**src/hdl/utf8_decode_validate_top_assert.svh**
```systemverilog
// Assertion macros for the decoder file.
// Each use expects clk and rst_n in scope.
`ifndef UTF8_DECODE_VALIDATE_TOP_ASSERT_SVH
`define UTF8_DECODE_VALIDATE_TOP_ASSERT_SVH

// Same-cycle implication.
`define UDV_ASSERT_NOW(label, pre, post) \
  label: assert property (@(posedge clk) disable iff (!rst_n) (pre) |-> (post)) \
    else $error("utf8 decoder check failed");

// Next-cycle implication.
`define UDV_ASSERT_NEXT(label, pre, post) \
  label: assert property (@(posedge clk) disable iff (!rst_n) (pre) |=> (post)) \
    else $error("utf8 decoder check failed");

`endif

```
**src/hdl/utf8dv_pkg.sv**
```systemverilog
`default_nettype none
package utf8dv_pkg;

  localparam logic [7:0] ASCII_LIMIT = 8'h80;
  localparam logic [7:0] LEAD_E0     = 8'hE0;
  localparam logic [7:0] LEAD_ED     = 8'hED;
  localparam logic [7:0] LEAD_EF     = 8'hEF;
  localparam logic [7:0] LEAD_F0     = 8'hF0;
  localparam logic [7:0] LEAD_F4     = 8'hF4;
  localparam logic [7:0] CONT_BF     = 8'hBF;
  localparam logic [7:0] CONT_8F     = 8'h8F;
  localparam logic [6:0] LEAD_C0_C1  = 7'h60;  // C0 or C1 in the upper 7 bits
  localparam logic [6:0] CONT_BE_BF  = 7'h5F;  // BE or BF in the upper 7 bits

  typedef struct packed {
    logic [7:0] data_byte;
    logic       final_byte;
  } in_item_t;

  typedef struct packed {
    logic [20:0] code_point;
    logic [2:0]  byte_count;
    logic        malformed;
    logic        at_end;
  } result_t;

endpackage
`default_nettype wire

```
**src/hdl/utf8dv_in_reg.sv**
```systemverilog
`default_nettype none
module utf8dv_in_reg
  import utf8dv_pkg::*;
(
  input  wire logic     clk,
  input  wire logic     rst_n,
  input  wire logic     in_valid,
  output logic          in_ready,
  input  wire in_item_t in_item,
  input  wire logic     advance,   // downstream takes the held word this cycle
  output logic          item_valid,
  output in_item_t      item
);

  logic     valid_r;
  logic     valid_nxt;
  in_item_t item_r;

  assign in_ready   = !valid_r || advance;
  assign valid_nxt  = in_ready ? in_valid : valid_r;
  assign item_valid = valid_r;
  assign item       = item_r;

  always_ff @(posedge clk) begin
    if (!rst_n) begin
      valid_r <= 1'b0;
    end else begin
      valid_r <= valid_nxt;
    end
  end

  always_ff @(posedge clk) begin
    if (in_valid && in_ready) begin
      item_r <= in_item;
    end
  end

endmodule
`default_nettype wire

```
**src/hdl/utf8dv_dec.sv**
```systemverilog
`default_nettype none
module utf8dv_dec
  import utf8dv_pkg::*;
(
  input  wire logic     clk,
  input  wire logic     rst_n,
  input  wire logic     step,
  input  wire in_item_t item,
  output logic          res_valid,
  output result_t       res
);

  logic [1:0]  pending_r,   pending_nxt;
  logic [2:0]  seq_len_r,   seq_len_nxt;
  logic [7:0]  lead_r,      lead_nxt;
  logic [20:0] partial_r,   partial_nxt;
  logic        second_bf_r, second_bf_nxt;

  logic [7:0]  b;
  logic        fin;
  logic [2:0]  pos;
  logic [1:0]  pend_dec;
  logic [20:0] partial_sh;
  logic        cont_fault;
  logic        emit_ok;
  logic        emit_bad;

  assign b          = item.data_byte;
  assign fin        = item.final_byte;
  assign pos        = seq_len_r - {1'b0, pending_r};
  assign pend_dec   = pending_r - 2'd1;
  assign partial_sh = {partial_r[14:0], b[5:0]};

  // Range checks tied to the lead byte; second byte and the EF BF BE/BF case.
  always_comb begin
    cont_fault = 1'b0;
    if (pos == 3'd1) begin
      if ((lead_r == LEAD_E0 && b[7:5] == 3'b100) ||
          (lead_r == LEAD_ED && b[7:5] == 3'b101) ||
          (lead_r == LEAD_F0 && b[7:4] == 4'b1000) ||
          (lead_r == LEAD_F4 && b > CONT_8F)) begin
        cont_fault = 1'b1;
      end
    end else if (pos == 3'd2 && seq_len_r == 3'd3) begin
      if (lead_r == LEAD_EF && second_bf_r && b[7:1] == CONT_BE_BF) begin
        cont_fault = 1'b1;
      end
    end
  end

  always_comb begin
    pending_nxt   = pending_r;
    seq_len_nxt   = seq_len_r;
    lead_nxt      = lead_r;
    partial_nxt   = partial_r;
    second_bf_nxt = second_bf_r;
    emit_ok       = 1'b0;
    emit_bad      = 1'b0;
    res           = '0;
    res.at_end    = fin;

    if (step) begin
      if (pending_r == 2'd0) begin
        if (b < ASCII_LIMIT) begin
          emit_ok        = 1'b1;
          res.code_point = {13'd0, b};
          res.byte_count = 3'd1;
        end else if (b[7:5] == 3'b110) begin
          if (b[7:1] == LEAD_C0_C1 || fin) begin
            emit_bad = 1'b1;
          end else begin
            pending_nxt = 2'd1;
            seq_len_nxt = 3'd2;
            partial_nxt = {16'd0, b[4:0]};
          end
        end else if (b[7:4] == 4'b1110) begin
          if (fin) begin
            emit_bad = 1'b1;
          end else begin
            pending_nxt = 2'd2;
            seq_len_nxt = 3'd3;
            partial_nxt = {17'd0, b[3:0]};
          end
        end else if (b[7:3] == 5'b11110) begin
          if (b > LEAD_F4 || fin) begin
            emit_bad = 1'b1;
          end else begin
            pending_nxt = 2'd3;
            seq_len_nxt = 3'd4;
            partial_nxt = {18'd0, b[2:0]};
          end
        end else begin
          emit_bad = 1'b1;
        end
        lead_nxt      = b;
        second_bf_nxt = 1'b0;
      end else begin
        if (b[7:6] != 2'b10 || cont_fault) begin
          emit_bad = 1'b1;
        end else if (pend_dec == 2'd0) begin
          emit_ok        = 1'b1;
          res.code_point = partial_sh;
          res.byte_count = seq_len_r;
        end else if (fin) begin
          emit_bad = 1'b1;
        end else begin
          pending_nxt = pend_dec;
          partial_nxt = partial_sh;
          if (pos == 3'd1) begin
            second_bf_nxt = (b == CONT_BF);
          end
        end
      end

      if (emit_ok || emit_bad) begin
        pending_nxt   = 2'd0;
        seq_len_nxt   = 3'd0;
        lead_nxt      = 8'd0;
        partial_nxt   = 21'd0;
        second_bf_nxt = 1'b0;
      end
    end

    res.malformed = emit_bad;
    res_valid     = emit_ok || emit_bad;
  end

  always_ff @(posedge clk) begin
    if (!rst_n) begin
      pending_r   <= 2'd0;
      seq_len_r   <= 3'd0;
      lead_r      <= 8'd0;
      partial_r   <= 21'd0;
      second_bf_r <= 1'b0;
    end else begin
      pending_r   <= pending_nxt;
      seq_len_r   <= seq_len_nxt;
      lead_r      <= lead_nxt;
      partial_r   <= partial_nxt;
      second_bf_r <= second_bf_nxt;
    end
  end

`include "utf8_decode_validate_top_assert.svh"

  `UDV_ASSERT_NOW(a_bad_is_zero, res_valid && res.malformed, res.code_point == 21'd0 && res.byte_count == 3'd0)
  `UDV_ASSERT_NOW(a_good_len, res_valid && !res.malformed, res.byte_count != 3'd0 && res.byte_count <= 3'd4)
  `UDV_ASSERT_NEXT(a_final_idle, step && fin, pending_r == 2'd0)
  `UDV_ASSERT_NOW(a_open_len, pending_r != 2'd0, seq_len_r > {1'b0, pending_r})

endmodule
`default_nettype wire

```
**src/hdl/utf8dv_out_reg.sv**
```systemverilog
`default_nettype none
module utf8dv_out_reg
  import utf8dv_pkg::*;
(
  input  wire logic    clk,
  input  wire logic    rst_n,
  input  wire logic    res_valid,
  input  wire result_t res,
  output logic         can_take,   // register is free or drains this cycle
  output logic         out_valid,
  input  wire logic    out_ready,
  output result_t      out_res
);

  logic    valid_r;
  logic    valid_nxt;
  result_t res_r;

  assign can_take  = !valid_r || out_ready;
  assign valid_nxt = can_take ? res_valid : valid_r;
  assign out_valid = valid_r;
  assign out_res   = res_r;

  always_ff @(posedge clk) begin
    if (!rst_n) begin
      valid_r <= 1'b0;
    end else begin
      valid_r <= valid_nxt;
    end
  end

  always_ff @(posedge clk) begin
    if (can_take && res_valid) begin
      res_r <= res;
    end
  end

endmodule
`default_nettype wire

```
**src/hdl/utf8_decode_validate_top.sv**
```systemverilog
// Channel | Direction | tdata                               | tuser     | tlast
// in_     | slave     | [7:0] data_byte                     | -         | final_byte
// out_    | master    | [20:0] code_point, [23:21] byte_count | malformed | at_end
//
// One byte per cycle sustained while out_tready stays high.
// A byte is held in the input register, decoded combinationally against the sequence
// state, and its result (if any) lands in the output register.
// rst_n (synchronous) empties both registers and returns the decoder to idle.
// A stalled result word holds the pipe; in_tready drops only when both stages are full.
`default_nettype none
module utf8_decode_validate_top
  import utf8dv_pkg::*;
(
  input  wire logic        clk,
  input  wire logic        rst_n,
  input  wire logic        in_tvalid,
  output logic             in_tready,
  input  wire logic [7:0]  in_tdata,   // [7:0] data_byte
  input  wire logic        in_tlast,   // final_byte
  output logic             out_tvalid,
  input  wire logic        out_tready,
  output logic      [23:0] out_tdata,  // [20:0] code_point, [23:21] byte_count
  output logic             out_tuser,  // malformed
  output logic             out_tlast   // at_end
);

  in_item_t in_item;
  in_item_t item;
  logic     item_valid;
  logic     advance;
  logic     res_valid;
  result_t  res;
  result_t  out_res;

  assign in_item.data_byte  = in_tdata;
  assign in_item.final_byte = in_tlast;

  utf8dv_in_reg u_in_reg (
    .clk        (clk),
    .rst_n      (rst_n),
    .in_valid   (in_tvalid),
    .in_ready   (in_tready),
    .in_item    (in_item),
    .advance    (advance),
    .item_valid (item_valid),
    .item       (item)
  );

  utf8dv_dec u_dec (
    .clk       (clk),
    .rst_n     (rst_n),
    .step      (item_valid && advance),
    .item      (item),
    .res_valid (res_valid),
    .res       (res)
  );

  utf8dv_out_reg u_out_reg (
    .clk       (clk),
    .rst_n     (rst_n),
    .res_valid (res_valid),
    .res       (res),
    .can_take  (advance),
    .out_valid (out_tvalid),
    .out_ready (out_tready),
    .out_res   (out_res)
  );

  assign out_tdata = {out_res.byte_count, out_res.code_point};
  assign out_tuser = out_res.malformed;
  assign out_tlast = out_res.at_end;

endmodule
`default_nettype wire

```
**config.mk**
```make
export PLATFORM = sky130hd
export DESIGN_NAME = utf8_decode_validate_top
export DESIGN_NICKNAME = d
export VERILOG_FILES = /design/src/hdl/utf8dv_pkg.sv /design/src/hdl/utf8dv_in_reg.sv /design/src/hdl/utf8dv_dec.sv /design/src/hdl/utf8dv_out_reg.sv /design/src/hdl/utf8_decode_validate_top.sv
export VERILOG_INCLUDE_DIRS = /design/src /design/src/hdl
export SDC_FILE = /design/constraint.sdc
export NUM_CORES = 1
export LEC_CHECK = 0
export BUFFER_PORTS_ARGS = -buffer_cell sky130_fd_sc_hd__buf_2
export CAP_MARGIN = 20
export CORE_ASPECT_RATIO = 0.75
export CORE_MARGIN = 2
export CORE_UTILIZATION = 51
export CTS_CLUSTER_SIZE = 12
export DETAILED_ROUTE_END_ITERATION = 16
export PLACE_DENSITY_LB_ADDON = 0.25
export SKIP_CTS_REPAIR_TIMING = 1
export SLEW_MARGIN = 20
export SYNTH_ARGS = -nofsm -noshare
export SYNTH_HDL_FRONTEND = slang
export SYNTH_HIERARCHICAL = 1
export SYNTH_SLANG_ARGS = --single-unit
```
**constraint.sdc**
```tcl
create_clock -name clk -period 2.68 [get_ports clk]
set_input_delay 0.268 -clock clk [delete_from_list [all_inputs] [get_ports clk]]
set_output_delay 0.268 -clock clk [all_outputs]
set_load 0.005 [all_outputs]
```
==> results.ini <==
[yosys]
synth_top_area_share_pct = 36.2
synth_top_cell_by_area = edfxtp_1
synthTopCellsByArea = edfxtp_1, dfxtp_1, nand2_1
synth_seq_area_share_pct = 57.6
synthFlopType = edfxtp_1
postSynthCellCount = 272
synth_area_sq_um = 2900
yosysWarnings = 6
synth_cell_types = 50
syn_area_per_cell_sq_um = 10.7
synth_nets = 287
synth-seq-cells = 66
ys_async_sr_fraction_pct = 0
synth_edf_count = 35

[global_route]
gr-total-overflow = 0
grt_pass1_wl_mm = 10.6
grt_max_degree = 26
antenna_found_initial = 0
grt.total_usage_pct = 21.5
grt_pass1_vias = 2145

[sta]
fin_crit_sh_pct = 96.0
fmax_ghz = 0.389
setup_viol = 0
slew_violations = 0
period_needed_ns = 2.57
fin_skew_ns = 0.00938
finalHoldWorstSlack_ns = 0.110
hold_viol = 0
finalWorstSetupSlack_ns = 0.107
worstMarginPinSlew_ns = 0.688
slew_headroom_pct = 54.1

[hold_path]
hold_path_class = input pin to register

[worst_setup_path]
r2r-start = u_in_reg/item[7]$_DFFE_PP_
crit_type = register to register
reg2regPathDepth = 7
start_kind = register
critPathLaunch = u_in_reg/item[7]$_DFFE_PP_
cp_slowest_cell = or4_4
r2r_setup_slack_ns = 0.11
worstSetupEndpointType = register
cp.required_ns = 2.74
slowest_delay_ns = 0.56
crit_chain = or4_4, a2111oi_4, nor2_2, a211oi_2, nor2b_4, and2_4, clkbuf_16
critPathCapture = u_out_reg/out_res[5]$_DFFE_PP_
critical_path.max_fanout = 7
timing.rr.end = u_out_reg/out_res[5]$_DFFE_PP_
cp.arrival_ns = 2.63

[clock_tree]
numClockSinks = 66
cts_made_buffers = 9
clockBufferDepth = 2
cts_tree = built
clk_pin_slew_worst_paths_ns = 0.07
cts_root_buffer = clkbuf_8
cts_max_level = 3
clock_latency_ns = 0.33

[drt]
avgRoutedWirePerCell_um = 15.7
final_antenna_net_count = 0
via_count = 2261
via_per_inst = 5.47
wl_mm = 6.48
drt-initial-drc-count = 210
post-route-drc-count = 0
first_pass_iters = 5

[power_and_ir_drop]
leakagePower_nw = 1.37
ir_drop_uv = 443
power_density_nw_per_um2 = 592
finalPower_mw = 2.15

[layout]
synthToLayoutAreaGrowth_pct = 25.3
final_common_cell = nand2_1
n_antenna_cell = 0
drive_gt1_share_pct = 30.2
nets = 348
layout_common_cells = nand2_1, buf_2, edfxtp_1, dfxtp_1, buf_4
fill_cells = 469

[placed_design]
portBuffers = 40
gp_congestion = 0.987
place_ws_ns = 0.0332
dp_hpwl_mm = 4.56

[run_status]
status = finished clean

[floorplan]
die_height_um = 69.3
io_pins = 41
dieArea_sq_um = 6310
die_w_um = 91.1
rows = 23
start_util_pct = 53.6
core_area_sq_um = 5410

[flow_run]
drv_cap = 0

## Yosys cell counts, types with 3 or more instances
library cell  count
nand2_1          49
edfxtp_1         35
dfxtp_1          31
and2_1           17
o21ai_0          17
nand3_1          13
clkbuf_1         12
nor2_1            8
inv_1             7
a21boi_0          6
a21oi_1           6
mux2i_1           6
nor3_1            5
nor2b_1           4
o22ai_1           4
or4_1             4
a22o_1            3
nor4_1            3
## per-layer routing
metal,up-vias,wire [um],share of wire (%),track usage [%]
met5,-,0,0,0
met4,0,78,1.2,6.23
met3,12,464,7.2,6.20
met2,106,2830,44,31.8
met1,1042,3110,48,31.1
li1,1101,-,-,-
## sequential cells by signal, indices dropped and copies added, names as in the netlist
register and count:
u_out_reg/out_res 26, u_dec/partial_r 15, u_in_reg/item 9, u_dec/lead_r 8, u_dec/seq_len_r 3, u_dec/pending_r 2
u_dec/second_bf_r 1, u_in_reg/item_valid 1, u_out_reg/out_valid 1
## where the power goes
group | switching (mW) | total (mW) | leakage, nW | internal (mW)
sequential | 0.0146 | 1.11 | 0.599 | 1.09
clock | 0.369 | 0.891 | 0.107 | 0.521
combinational | 0.0879 | 0.154 | 0.664 | 0.0660
total | 0.472 | 2.15 | 1.37 | 1.68
## layout make-up
type	instances	area, sq um	share of cell area, %
timing repair buffer	66	450	12.4
tap	75	93.8	2.58
sequential	66	1680	46.1
clock inverter	7	93.8	2.58
multi-input combinational	183	1170	32.2
clock buffer	9	124	3.41
inverter	7	26.3	0.723
## per-stage QoR
| stage | TNS (ns) | cells | cell area, sq um | util [%] |
|---|---|---|---|---|
| finish | 0 | 413 | 3630 | 67.2 |
| global route | -0.596 | 413 | 3630 | 67.2 |
| global placement | 0 | 394 | 3340 | 61.7 |
| CTS | 0 | 410 | 3550 | 65.7 |
| floorplan | 0 | 272 | 2920 | - |
| detailed placement | 0 | 394 | 3340 | 61.7 |
## cells by family after synthesis
family / synth area share (%)
and+or+nand+nor: 22.0
buffers and inverters: 3.75
muxes: 2.07
xor gates and xnor gates: 0.302
AOI/OAI and AO/OA: 13.1
DFF: 57.6
adders and majority gates: 1.12
## worst min-delay path by stage
stage                                  endpoint  slack, ns  cells past startpoint                              from
2_1_floorplan        u_in_reg/item[0]$_DFFE_PP_       0.37                      0                          in_tlast
3_3_place_gp   u_dec/partial_r[12]$_SDFFE_PN0P_       0.43                      2  u_dec/partial_r[12]$_SDFFE_PN0P_
3_5_place_dp   u_dec/partial_r[10]$_SDFFE_PN0P_       0.44                      2  u_dec/partial_r[10]$_SDFFE_PN0P_
4_1_cts              u_in_reg/item[1]$_DFFE_PP_       0.09                      1                       in_tdata[0]
5_1_grt              u_in_reg/item[3]$_DFFE_PP_       0.09                      1                       in_tdata[2]
6_report             u_in_reg/item[2]$_DFFE_PP_       0.11                      1                       in_tdata[1]
## critical path: cells and delay by family (launching register included)
family / cells / cell delay [ns]
simple gates: 4 / 1.07
compound gates: 2 / 0.63
flops: 1 / 0.43
buf+inv: 1 / 0.16
(Power assumes the default switching activity.)
